--- config.mk ---
export PLATFORM = sky130hd
export DESIGN_NAME = sha1_hash_core
export DESIGN_NICKNAME = d
export VERILOG_FILES = /design/src/rtl/core/sha1_pkg.sv /design/src/rtl/core/sha1_front.sv /design/src/rtl/core/sha1_engine.sv /design/src/rtl/core/sha1_hash_core.sv
export SDC_FILE = /design/constraint.sdc
export NUM_CORES = 2
export LEC_CHECK = 0
export ABC_AREA = 0
export ABC_CLOCK_PERIOD_IN_PS = 18900
export BUFFER_PORTS_ARGS = -buffer_cell sky130_fd_sc_hd__buf_2
export CORE_UTILIZATION = 38
export CTS_CLUSTER_SIZE = 25
export DETAILED_ROUTE_END_ITERATION = 6
export GPL_ROUTABILITY_DRIVEN = 0
export PLACE_DENSITY = 0.63
export SKIP_LAST_GASP = 1
export SLEW_MARGIN = 0
export SYNTH_ARGS = -nofsm -noshare
export SYNTH_HDL_FRONTEND = slang
export SYNTH_SLANG_ARGS = --single-unit
export TNS_END_PERCENT = 5
--- constraint.sdc ---
create_clock -name i_clk -period 18.9 [get_ports i_clk]
set_input_delay 1.89 -clock i_clk [delete_from_list [all_inputs] [get_ports i_clk]]
set_output_delay 1.89 -clock i_clk [all_outputs]
set_load 0.03 [all_outputs]
--- src/rtl/core/sha1_pkg.sv ---
`timescale 1ns / 1ps

package sha1_pkg;

    localparam logic [31:0] IV0 = 32'h67452301;
    localparam logic [31:0] IV1 = 32'hEFCDAB89;
    localparam logic [31:0] IV2 = 32'h98BADCFE;
    localparam logic [31:0] IV3 = 32'h10325476;
    localparam logic [31:0] IV4 = 32'hC3D2E1F0;

    localparam logic [31:0] K0 = 32'h5A827999;
    localparam logic [31:0] K1 = 32'h6ED9EBA1;
    localparam logic [31:0] K2 = 32'h8F1BBCDC;
    localparam logic [31:0] K3 = 32'hCA62C1D6;

    localparam logic [31:0] PAD_WORD = 32'h80000000;
    localparam int          QUEUE_DEPTH = 2;

    // Kinds of words handed from the front end to the compression engine.
    typedef enum logic [1:0] {
        WK_DATA  = 2'd0,  // plain message word
        WK_FINAL = 2'd1   // last word, byte count already saturated
    } t_word_kind;

    // One queued word: data, valid byte count and kind.
    typedef struct packed {
        logic [31:0] word;
        logic [2:0]  nbytes;
        t_word_kind  kind;
    } t_qword;

    function automatic logic [31:0] rotl(input logic [31:0] x, input logic [4:0] n);
        logic [63:0] d;
        begin
            d = {x, x} << n;
            rotl = d[63:32];
        end
    endfunction

endpackage

--- src/rtl/core/sha1_front.sv ---
`timescale 1ns / 1ps

module sha1_front #(
    parameter int DEPTH = sha1_pkg::QUEUE_DEPTH
) (
    input  logic            i_clk,
    input  logic            i_rst_n,
    input  logic [31:0]     i_word,
    input  logic [2:0]      i_byte_count,
    input  logic            i_last,
    input  logic            i_push,
    output logic            o_full,
    output sha1_pkg::t_qword o_qword,
    output logic            o_qvalid,
    input  logic            i_qtake
);

    localparam int AW = (DEPTH > 1) ? $clog2(DEPTH) : 1;

    sha1_pkg::t_qword r_mem [DEPTH];
    logic [AW-1:0] r_wp, r_rp, n_wp, n_rp;
    logic [AW:0]   r_cnt, n_cnt;
    sha1_pkg::t_qword w_in;
    logic do_push, do_pop;

    // Classify the incoming word and saturate the byte count.
    always_comb begin
        w_in.word   = i_word;
        w_in.kind   = i_last ? sha1_pkg::WK_FINAL : sha1_pkg::WK_DATA;
        w_in.nbytes = (!i_last || i_byte_count > 3'd4) ? 3'd4 : i_byte_count;
    end

    assign o_full   = (r_cnt == (AW+1)'(DEPTH));
    assign o_qvalid = (r_cnt != '0);
    assign do_push  = i_push && !o_full;
    assign do_pop   = i_qtake && o_qvalid;
    assign o_qword  = r_mem[r_rp];

    // Pointer and count updates.
    always_comb begin
        n_wp  = r_wp;
        n_rp  = r_rp;
        n_cnt = r_cnt;
        if (do_push) begin
            n_wp = (r_wp == AW'(DEPTH-1)) ? '0 : r_wp + 1'b1;
        end
        if (do_pop) begin
            n_rp = (r_rp == AW'(DEPTH-1)) ? '0 : r_rp + 1'b1;
        end
        n_cnt = r_cnt + (AW+1)'(do_push) - (AW+1)'(do_pop);
    end

    always_ff @(posedge i_clk) begin
        if (!i_rst_n) begin
            r_wp  <= '0;
            r_rp  <= '0;
            r_cnt <= '0;
        end else begin
            r_wp  <= n_wp;
            r_rp  <= n_rp;
            r_cnt <= n_cnt;
        end
    end

    // Queue storage.
    always_ff @(posedge i_clk) begin
        if (do_push) begin
            r_mem[r_wp] <= w_in;
        end
    end

endmodule

--- src/rtl/core/sha1_engine.sv ---
`timescale 1ns / 1ps

module sha1_engine (
    input  logic             i_clk,
    input  logic             i_rst_n,
    input  sha1_pkg::t_qword i_qword,
    input  logic             i_qvalid,
    output logic             o_qtake,
    output logic [31:0]      o_digest_a,
    output logic [31:0]      o_digest_b,
    output logic [31:0]      o_digest_c,
    output logic [31:0]      o_digest_d,
    output logic [31:0]      o_digest_e,
    output logic             o_empty,
    input  logic             i_pop
);

    typedef enum logic [3:0] {
        S_IDLE  = 4'b0001,  // waiting for a word
        S_PAD   = 4'b0010,  // inserting padding and length words
        S_ROUND = 4'b0100,  // running the 80 rounds
        S_DONE  = 4'b1000   // digest waiting in the output register
    } t_state;

    t_state r_state, n_state;
    logic [31:0] r_h [5];
    logic [31:0] r_a, r_b, r_c, r_d, r_e;
    logic [31:0] r_w [16];
    logic [3:0]  r_pos;
    logic [63:0] r_len;
    logic [6:0]  r_t;
    logic        r_fin;      // padding in progress
    logic        r_padlast;  // compression in progress is the final one
    logic        r_need80;   // 0x80 word still has to be inserted
    logic        r_full;
    logic [31:0] r_out [5];

    logic [31:0] w_f, w_k, w_wt, w_wnew, w_tmp;
    logic [31:0] w_mask, w_padw, w_insert;
    logic        w_take, w_ins;
    logic [63:0] w_len_next;
    logic [5:0]  w_bits;

    // Round function, constant and schedule word.
    always_comb begin
        if (r_t < 7'd20) begin
            w_f = (r_b & r_c) ^ (~r_b & r_d);
            w_k = sha1_pkg::K0;
        end else if (r_t < 7'd40) begin
            w_f = r_b ^ r_c ^ r_d;
            w_k = sha1_pkg::K1;
        end else if (r_t < 7'd60) begin
            w_f = (r_b & r_c) ^ (r_b & r_d) ^ (r_c & r_d);
            w_k = sha1_pkg::K2;
        end else begin
            w_f = r_b ^ r_c ^ r_d;
            w_k = sha1_pkg::K3;
        end
        w_wnew = sha1_pkg::rotl(r_w[13] ^ r_w[8] ^ r_w[2] ^ r_w[0], 5'd1);
        w_wt   = (r_t < 7'd16) ? r_w[0] : w_wnew;
        w_tmp  = sha1_pkg::rotl(r_a, 5'd5) + w_f + r_e + w_k + w_wt;
    end

    // Final-word masking and padding byte placement.
    always_comb begin
        w_bits = {i_qword.nbytes, 3'b000};
        w_mask = (i_qword.nbytes == 3'd0) ? 32'd0 : ~(32'hFFFFFFFF >> w_bits);
        w_padw = (i_qword.word & w_mask) | (sha1_pkg::PAD_WORD >> w_bits);
        w_len_next = r_len + 64'(w_bits);
    end

    // Word to insert in this cycle.
    always_comb begin
        w_take   = 1'b0;
        w_ins    = 1'b0;
        w_insert = '0;
        if (r_state == S_IDLE && i_qvalid) begin
            w_take = 1'b1;
            w_ins  = 1'b1;
            if (i_qword.kind == sha1_pkg::WK_FINAL && i_qword.nbytes != 3'd4) begin
                w_insert = w_padw;
            end else begin
                w_insert = i_qword.word;
            end
        end else if (r_state == S_PAD) begin
            w_ins = 1'b1;
            if (r_need80) begin
                w_insert = sha1_pkg::PAD_WORD;
            end else if (r_padlast && r_pos == 4'd14) begin
                w_insert = r_len[63:32];
            end else if (r_padlast && r_pos == 4'd15) begin
                w_insert = r_len[31:0];
            end else begin
                w_insert = '0;
            end
        end
    end
    assign o_qtake = w_take;

    // Control sequencing.
    always_comb begin
        n_state = r_state;
        case (r_state)
            S_IDLE: begin
                if (i_qvalid) begin
                    if (r_pos == 4'd15) begin
                        n_state = S_ROUND;
                    end else if (i_qword.kind == sha1_pkg::WK_FINAL) begin
                        n_state = S_PAD;
                    end
                end
            end
            S_PAD: begin
                if (r_pos == 4'd15) begin
                    n_state = S_ROUND;
                end
            end
            S_ROUND: begin
                if (r_t == 7'd80) begin
                    // The final update waits until the previous digest is taken.
                    if (r_fin && r_padlast) begin
                        if (!r_full) begin
                            n_state = S_DONE;
                        end
                    end else if (r_fin) begin
                        n_state = S_PAD;
                    end else begin
                        n_state = S_IDLE;
                    end
                end
            end
            S_DONE: begin
                if (!r_full) begin
                    n_state = S_IDLE;
                end
            end
            default: n_state = S_IDLE;
        endcase
    end

    always_ff @(posedge i_clk) begin
        if (!i_rst_n) begin
            r_state   <= S_IDLE;
            r_h[0]    <= sha1_pkg::IV0;
            r_h[1]    <= sha1_pkg::IV1;
            r_h[2]    <= sha1_pkg::IV2;
            r_h[3]    <= sha1_pkg::IV3;
            r_h[4]    <= sha1_pkg::IV4;
            r_pos     <= '0;
            r_len     <= '0;
            r_t       <= '0;
            r_fin     <= 1'b0;
            r_padlast <= 1'b0;
            r_need80  <= 1'b0;
            r_full    <= 1'b0;
            r_a <= '0; r_b <= '0; r_c <= '0; r_d <= '0; r_e <= '0;
        end else begin
            r_state <= n_state;
            if (i_pop && r_full) begin
                r_full <= 1'b0;
            end
            // Word insertion into the schedule window.
            if (w_ins) begin
                r_pos <= r_pos + 1'b1;
                if (w_take) begin
                    if (i_qword.kind == sha1_pkg::WK_FINAL) begin
                        r_len     <= w_len_next;
                        r_fin     <= 1'b1;
                        r_need80  <= (i_qword.nbytes == 3'd4);
                        r_padlast <= (r_pos < 4'd13) ||
                                     (r_pos == 4'd13 && i_qword.nbytes != 3'd4);
                    end else begin
                        r_len <= r_len + 64'd32;
                    end
                end else if (r_need80) begin
                    r_need80  <= 1'b0;
                    r_padlast <= (r_pos < 4'd14);
                end
                if (r_pos == 4'd15) begin
                    r_t <= '0;
                    r_a <= r_h[0]; r_b <= r_h[1]; r_c <= r_h[2];
                    r_d <= r_h[3]; r_e <= r_h[4];
                end
            end
            // One round per cycle, then the chaining update.
            if (r_state == S_ROUND) begin
                if (r_t == 7'd80) begin
                    if (r_fin && r_padlast) begin
                        if (!r_full) begin
                            r_h[0] <= sha1_pkg::IV0;
                            r_h[1] <= sha1_pkg::IV1;
                            r_h[2] <= sha1_pkg::IV2;
                            r_h[3] <= sha1_pkg::IV3;
                            r_h[4] <= sha1_pkg::IV4;
                            r_len  <= '0;
                            r_fin  <= 1'b0;
                        end
                    end else begin
                        r_h[0] <= r_h[0] + r_a;
                        r_h[1] <= r_h[1] + r_b;
                        r_h[2] <= r_h[2] + r_c;
                        r_h[3] <= r_h[3] + r_d;
                        r_h[4] <= r_h[4] + r_e;
                        r_padlast <= 1'b1;
                    end
                end else begin
                    r_t <= r_t + 1'b1;
                    r_e <= r_d;
                    r_d <= r_c;
                    r_c <= sha1_pkg::rotl(r_b, 5'd30);
                    r_b <= r_a;
                    r_a <= w_tmp;
                end
            end
            if (r_state == S_DONE && !r_full) begin
                r_full <= 1'b1;
            end
        end
    end

    // Schedule window: written in order, then shifted once per round.
    always_ff @(posedge i_clk) begin
        if (w_ins) begin
            r_w[r_pos] <= w_insert;
        end else if (r_state == S_ROUND && r_t != 7'd80) begin
            for (int i = 0; i < 15; i++) begin
                r_w[i] <= r_w[i+1];
            end
            r_w[15] <= w_wt;
        end
    end

    // Digest register: final chaining value captured at the final chaining update.
    always_ff @(posedge i_clk) begin
        if (r_state == S_ROUND && r_t == 7'd80 && r_fin && r_padlast && !r_full) begin
            r_out[0] <= r_h[0] + r_a;
            r_out[1] <= r_h[1] + r_b;
            r_out[2] <= r_h[2] + r_c;
            r_out[3] <= r_h[3] + r_d;
            r_out[4] <= r_h[4] + r_e;
        end
    end

    assign o_empty    = !r_full;
    assign o_digest_a = r_out[0];
    assign o_digest_b = r_out[1];
    assign o_digest_c = r_out[2];
    assign o_digest_d = r_out[3];
    assign o_digest_e = r_out[4];

endmodule

--- src/rtl/core/sha1_hash_core.sv ---
`timescale 1ns / 1ps

// Channel | Direction | Handshake     | Payload
// input   | in        | i_push/o_full | i_word, i_byte_count, i_last
// digest  | out       | o_empty/i_pop | o_digest_a .. o_digest_e
//
// A plain word is written into the schedule window; every 16th word starts the 80 rounds,
// one round per cycle in the shared compression unit, then the chaining update.
// A last word adds padding words and one or two compressions before the digest.
// Reset is synchronous and active low; the schedule window is not cleared.
// A small queue lets words arrive while the rounds run; a waiting digest
// stalls only the next message's final compression.
module sha1_hash_core #(
    parameter int QDEPTH = sha1_pkg::QUEUE_DEPTH
) (
    input  logic        i_clk,
    input  logic        i_rst_n,
    input  logic [31:0] i_word,
    input  logic [2:0]  i_byte_count,
    input  logic        i_last,
    input  logic        i_push,
    output logic        o_full,
    output logic [31:0] o_digest_a,
    output logic [31:0] o_digest_b,
    output logic [31:0] o_digest_c,
    output logic [31:0] o_digest_d,
    output logic [31:0] o_digest_e,
    output logic        o_empty,
    input  logic        i_pop
);

    sha1_pkg::t_qword w_qword;
    logic w_qvalid, w_qtake;

    // Front end: classifies words and buffers them.
    sha1_front #(.DEPTH(QDEPTH)) u_front (
        .i_clk, .i_rst_n, .i_word, .i_byte_count, .i_last, .i_push, .o_full,
        .o_qword(w_qword), .o_qvalid(w_qvalid), .i_qtake(w_qtake)
    );

    // Back end: padding, compression and digest register.
    sha1_engine u_engine (
        .i_clk, .i_rst_n, .i_qword(w_qword), .i_qvalid(w_qvalid),
        .o_qtake(w_qtake), .o_digest_a, .o_digest_b, .o_digest_c,
        .o_digest_d, .o_digest_e, .o_empty, .i_pop
    );

endmodule

======== After elaboration in Yosys (flattened, before gate mapping) ========
Memory sizes are Yosys's and may differ from the RTL's. A register that Yosys moved wholly into a read port is not among the register bits.
Index checks and enable logic that the tools add are counted.
word-level totals
  register bits after elaboration ......... 247
  memory bits (writable) .................. 904
  output and inout port bits .............. 162
  word-level logic and storage cells ...... 234
  memories kept ........................... 4
memory list
  name            depth  width  rd ports  clocked after memory_dff  write ports  RTL line           source
  u_engine.r_w    16     32     16        0                         16           sha1_engine.sv:28  logic [31:0] r_w [16];
  u_engine.r_h    5      32     5         0                         5            sha1_engine.sv:26  logic [31:0] r_h [5];
  u_engine.r_out  5      32     5         0                         5            sha1_engine.sv:36  logic [31:0] r_out [5];
  u_front.r_mem   2      36     1         1                         1            sha1_front.sv:20   sha1_pkg::t_qword r_mem [DEPTH];
cells by class
  add/sub/neg operators ................... 17
  order comparisons ....................... 7
  equality and inequality tests ........... 20
  shift operators ......................... 2
  muxes and demuxes ....................... 116
  bitwise gates (word level) .............. 26
  reductions and logical operators ........ 26
operators with widths
  operator                                                     number
  two-way mux 32 bit                                           44
  two-way mux 64 bit                                           7
  adder 32 bit                                                 9
  bitwise XOR 32 bit                                           8
  AND 32 bit                                                   5
  adder 64 x 6 -> 64 bit                                       1
  adder 64 x 6 -> 64 bit (second input constant)               1
  inverter 32 bit                                              2
  >> shifter 32 x 6 -> 32 bit (first input constant)           2
  two-way mux 1 bit                                            48
  two-way mux 4 bit                                            9
  bitwise OR 32 bit                                            1
  OR reduction 32 bit                                          1
  two-way mux 31 bit                                           1
  two-way mux 7 bit                                            4
  == test 4 bit (second input constant)                        4
  one-hot mux 4 bit (4 select lines)                           1
  logical AND 1 bit                                            15
  less-than comparator 7 x 5 -> 1 bit (second input constant)  2
  less-than comparator 7 x 6 -> 1 bit (second input constant)  2
  bitwise OR 1 bit                                             10
  inequality test 3 bit (second input constant)                3
  less-than comparator 4 bit (second input constant)           2
  adder 7 x 1 -> 7 bit (second input constant)                 1
  23 further kinds                                             31

======== Depth between registers and ports, before layout ========
  word-level depth ........................ 12
  depth in mapped cells ................... 24

======== Cells and area by module ========
From an unflattened synthesis, not the netlist that was laid out.
second synthesis, totals
  cells, all modules ...................... 5060
  area total of the unflattened synthesis .. 59174.3 µm²
by module, submodules not included
  module       times used  cells each  area an instance (µm²)  sequential area each (µm²)
  sha1_engine  1           4914        56153.9                 29788.6
  sha1_front   1           146         3020.4                  2262.2

======== Worst setup path after synthesis ========
OpenSTA, ideal clock, no wires.
  kind .................................... reg-to-reg
  start point ............................. reg u_engine.r_state[2]
  end point ............................... reg u_engine.r_len[3]
  arrival time ............................ 13.336 ns
  data required time ...................... 18.772 ns
  slack ................................... 5.437 ns
  stages on the path, launching flop included .. 8
  path buffers ............................ 2
  path through ............................ dfxtp_1 -> nor4b_1 -> nand2_1 -> nor3_1 -> nand2b_1 -> clkbuf_1 -> clkbuf_1 -> nor2_1
between the ends
  word-level cells in the longest chain between the ends .. 9
RTL lines
  element                 RTL line            source
  start, declared         sha1_engine.sv:25   t_state r_state, n_state;
  start signal, assigned  sha1_engine.sv:158  r_state <= n_state;
  == test 4 x 1 -> 1 bit  sha1_engine.sv:77   if (r_state == S_IDLE && i_qvalid) begin
  logical AND 1 bit       sha1_engine.sv:77
  two-way mux 1 bit       sha1_engine.sv:77
  two-way mux 64 bit      sha1_engine.sv:165  if (w_take) begin
  two-way mux 64 bit      sha1_engine.sv:163  if (w_ins) begin
  two-way mux 64 bit      sha1_engine.sv:189  if (!r_full) begin
  two-way mux 64 bit      sha1_engine.sv:188  if (r_fin && r_padlast) begin
  two-way mux 64 bit      sha1_engine.sv:187  if (r_t == 7'd80) begin
  two-way mux 64 bit *    sha1_engine.sv:186  if (r_state == S_ROUND) begin
  end signal, assigned    sha1_engine.sv:167  r_len <= w_len_next;
  end signal, assigned    sha1_engine.sv:173  r_len <= r_len + 64'd32;
  end, declared           sha1_engine.sv:30   logic [63:0] r_len;
Mark *: on every way between the ends. The rest lies on a longest branch, timed or not.
A chain may end at the register's enable or synchronous reset.

======== Worst setup path after layout ========
  start point ............................. reg u_engine.r_t[6]
  end point ............................... reg u_engine.r_a[27]
between the ends
  word-level cells in the longest chain between the ends .. 10
RTL lines
  element                              RTL line            source
  start, declared                      sha1_engine.sv:31   logic [6:0] r_t;
  start signal, assigned               sha1_engine.sv:207  r_t <= r_t + 1'b1;
  less-than comparator 7 x 6 -> 1 bit  sha1_engine.sv:52   end else if (r_t < 7'd60) begin
  two-way mux 32 bit                   sha1_engine.sv:52
  two-way mux 32 bit                   sha1_engine.sv:49   end else if (r_t < 7'd40) begin
  two-way mux 32 bit                   sha1_engine.sv:46   if (r_t < 7'd20) begin
  adder 32 bit (4 in series)           sha1_engine.sv:61   w_tmp = sha1_pkg::rotl(r_a, 5'd5) + w_f + r_e + w_k + w_wt;
  two-way mux 32 bit *                 sha1_engine.sv:187
  two-way mux 32 bit *                 sha1_engine.sv:186
  end signal, assigned                 sha1_engine.sv:181  r_a <= r_h[0]; r_b <= r_h[1]; r_c <= r_h[2];
  end signal, assigned                 sha1_engine.sv:212  r_a <= w_tmp;
  end, declared                        sha1_engine.sv:27   logic [31:0] r_a, r_b, r_c, r_d, r_e;
Marked as above.

==> impl_metrics.env <==
export IMPL_start_util_pct=38.4
export IMPL_p_leak_nw=28.1
export IMPL_ant_nets=0
export IMPL_cts_clk_slew_worst_paths_ns=0.06
export IMPL_timing_final_hold_violations=0
export IMPL_fin_nets=5626
export IMPL_ys_seq_area_share_pct=54.8
export IMPL_syn_nets=5471
export IMPL_period_needed_ns=7.21
export IMPL_synth_flop_cell="edfxtp_1"
export IMPL_synthMuxAreaShare_pct=1.29
export IMPL_crit_fanout=22
export IMPL_antenna_found_initial=9
export IMPL_drcViolationCount=0
export IMPL_synth_xor_area_share_pct=4.91
export IMPL_holdWs_ns=0.466
export IMPL_nFillCells=14188
export IMPL_hold_path_end="u_engine.r_w[5][11]"
export IMPL_insertion_delay_ns=0.80
export IMPL_synth_simple_area_share_pct=10.4
export IMPL_cts_buffers=119
export IMPL_grt_pass1_vias=39266
export IMPL_status="finished clean"
export IMPL_critPathLaunchType="flip-flop"
export IMPL_die_x_microns=394
export IMPL_ys_ff_latch=1149
export IMPL_vdd_drop_max_v=0.0000906
export IMPL_hp_start="u_engine.r_w[6][11]"
export IMPL_synthTopCellsByArea="edfxtp_1 46%, dfxtp_1 8.4%, a21o_1 7.3%"
export IMPL_wl_mm=168
export IMPL_crit_arrival_ns=7.85
export IMPL_clock_sinks=1149
export IMPL_grt_pass1_wl_mm=251
export IMPL_dieArea_sq_um=156000
export IMPL_post_cts_buffers=0
export IMPL_viasPerCell=5.51
export IMPL_synth_edf_count=904
export IMPL_maxCapViolCount=0
export IMPL_drt_pass1_iter_count=6
export IMPL_yosysUniqueCellTypes=77
export IMPL_yosys_area_share_adder_pct=8.53
export IMPL_slew_viol_final=0
export IMPL_ctsHoldBuffers=0
export IMPL_yosys_top_cells_count="904 x edfxtp_1, 573 x a21o_1, 504 x nand2_1, 368 x nor2_1, 247 x inv_1"
export IMPL_synth_avg_cell_area_sq_um=11.5
export IMPL_synth_top_family_by_area="compound AO/OA/AOI/OAI gates"
export IMPL_path_class="reg2reg"
export IMPL_hp_class="reg2reg"
export IMPL_synth_area_leader_cell="edfxtp_1"
export IMPL_die_y_microns=394
export IMPL_tightest_slew_ns=1.20
export IMPL_drive_gt1_share_pct=10.1
export IMPL_cp_slowest_stage_delay_ns=0.57
export IMPL_cts_root_buf="clkbuf_16"
export IMPL_max_freq_mhz=139
export IMPL_skew_ns=0.110
export IMPL_dp_hpwl_mm=118
export IMPL_worstRegToRegCells=21
export IMPL_synth_most_common_cell="edfxtp_1"
export IMPL_synth_compound_area_share_pct=16.8
export IMPL_synth_cells=5101
export IMPL_cp_required_ns=19.54
export IMPL_cts_htree_levels=3
export IMPL_finalCritPeriodShare_pct=38.1
export IMPL_postCtsResizedCells=0
export IMPL_final_setup_tns_ns=0
export IMPL_coreArea_sq_um=152000
export IMPL_avgRoutedWirePerCell_microns=22.8
export IMPL_syn_to_final_growth_pct=12.8
export IMPL_reg2reg_slack_ns=11.69
export IMPL_cp_cell_sequence="nor2_1 -> nand2_1 -> inv_1 -> nor2_1 -> clkinv_1 -> o221a_2 -> ha_1 -> fa_1 -> inv_1 -> fa_1 -> inv_1 -> ha_1 -> and3_1 -> a221o_1 -> a211o_1 -> a41oi_1 -> o31ai_1 -> a311oi_1 -> xnor2_1 -> nor2_1 -> a311oi_1"
export IMPL_cp_top_family="compound AO/OA/AOI/OAI gates"
export IMPL_cp_end_kind="flip-flop"
export IMPL_clockBufferDepth=3
export IMPL_relSlewSlack_pct=19.6
export IMPL_numPortBuffers=201
export IMPL_gr_total_overflow=0
export IMPL_syn_area_sq_um=58500
export IMPL_yosys_warnings=0
export IMPL_rows=143
export IMPL_worst_path_buf_inv=4
export IMPL_r2r_end="u_engine.r_a[27]"
export IMPL_drt_initial_drc_count=4003
export IMPL_setup_viol_count_final=0
export IMPL_cts_tree="done"
export IMPL_rr_startpoint="u_engine.r_t[6]"
export IMPL_min_delay_path_depth=1
export IMPL_async_flop_share_pct=0
export IMPL_dr_total_vias=40772
export IMPL_grt_max_degree=208
export IMPL_power_density_nw_per_um2=108
export IMPL_yosysTopAreaCellShare_pct=46.4
export IMPL_rsz0062_at_grt="no"
export IMPL_grt_usage_pct=21.2
export IMPL_cpMaxStageDelayCell="clkinv_1"
export IMPL_num_io_pins=202
-- layer usage --
| layer | share of wire [%] | GRT usage, % |
|---|---|---|
| met1 | 44 | 29.3 |
| met4 | 3.8 | 8.15 |
| met5 | 0.019 | 0 |
| met2 | 46 | 33.6 |
| met3 | 6.5 | 2.91 |
-- cell type report --
cell class	instances	area (sq um)	area share, %
antenna	2	5.00	0.00758
clock buffer	153	3230	4.90
clock inverter	75	897	1.36
inverter	249	937	1.42
multi-input combinational	3443	24600	37.3
sequential	1149	32100	48.6
tap	2030	2540	3.85
timing repair buffer	294	1720	2.60
-- report_power, final --
group          internal (mW)  switching [mW]
clock                   1.40            1.07
combinational          0.665           0.958
sequential              2.96          0.0618
-- layout by cell type (no fill, tap or decap), types with 14 or more instances in the layout --
cell type / Yosys / layout
a211oi_1: 25 / 25
a21o_1: 573 / 573
a21oi_1: 205 / 205
a221o_1: 17 / 17
a22oi_1: 29 / 29
a311oi_1: 148 / 148
a31oi_1: 32 / 32
and2_1: 89 / 89
and3_1: 43 / 42
buf_2: 21 / 201
buf_4: 0 / 92
clkbuf_1: 233 / 24
clkbuf_16: 0 / 122
clkinv_1: 2 / 16
clkinv_2: 0 / 23
dfxtp_1: 245 / 244
edfxtp_1: 904 / 904
fa_1: 115 / 115
ha_1: 215 / 215
inv_1: 247 / 246
mux2i_1: 70 / 70
nand2_1: 504 / 503
nand2b_1: 85 / 83
nand3_1: 66 / 66
nand4_1: 24 / 24
nor2_1: 368 / 363
nor2b_1: 33 / 33
nor3_1: 47 / 44
o21a_1: 22 / 22
o21ai_0: 127 / 124
o21bai_1: 52 / 52
o221ai_1: 14 / 14
o22ai_1: 31 / 31
or3_1: 17 / 17
xnor2_1: 233 / 233
xor2_1: 95 / 95
-- how the worst max path moves through the flow --
stage | start | to | slack, ns | cells after the start
finish | u_engine.r_t[6] | u_engine.r_a[27] | 11.69 | 21
global route | u_engine.r_t[6] | u_engine.r_a[27] | 11.28 | 21
CTS | u_engine.r_t[6] | u_engine.r_a[27] | 11.78 | 21
detailed placement | u_engine.r_t[6] | u_engine.r_a[31] | 11.81 | 21
global placement | u_engine.r_t[6] | u_engine.r_a[31] | 11.92 | 21
floorplan | u_engine.r_state[2] | u_engine.r_len[3] | 5.44 | 7
-- cells by family after synthesis --
| logic type | count (synthesis) |
|---|---|
| flops | 1149 |
| buf+inv | 509 |
| compound gates | 1384 |
| xor+xnor | 328 |
| mux | 75 |
| simple gates | 1326 |
| fa+ha+maj | 330 |
-- registers in the layout (all words and copies together), names as in the netlist, named ones only --
name                flops
u_engine.r_padlast      1
u_front.r_wp            1
u_engine.r_h          160
u_front.r_rp            1
u_engine.r_t            7
u_front.r_cnt           2
u_engine.r_out        160
u_engine.r_b           32
u_engine.r_a           32
u_engine.r_w          512
u_engine.r_fin          1
u_engine.r_d           32
u_engine.r_full         1
u_engine.r_len         61
u_engine.r_c           32
u_engine.r_need80       1
u_engine.r_pos          4
u_front.r_mem          72
u_engine.r_state        4
u_engine.r_e           32
-- per-stage QoR --
| stage | util [%] | std cells | total power, mW | instance area (sq um) | setup WS, ns |
|---|---|---|---|---|---|
| 5_1_grt | 43.3 | 7393 | 7.42 | 66000 | 11.28 |
| 2_1_floorplan | - | 5101 | 4.20 | 58500 | 5.44 |
| 3_5_place_dp | 40.6 | 7165 | 4.68 | 61900 | 11.81 |
| 3_3_place_gp | 40.6 | 7165 | 4.65 | 61900 | 11.92 |
| 4_1_cts | 43.3 | 7393 | 7.16 | 66000 | 11.78 |
| 6_report | 43.3 | 7395 | 7.11 | 66000 | 11.69 |
(Power assumes the default switching activity.)
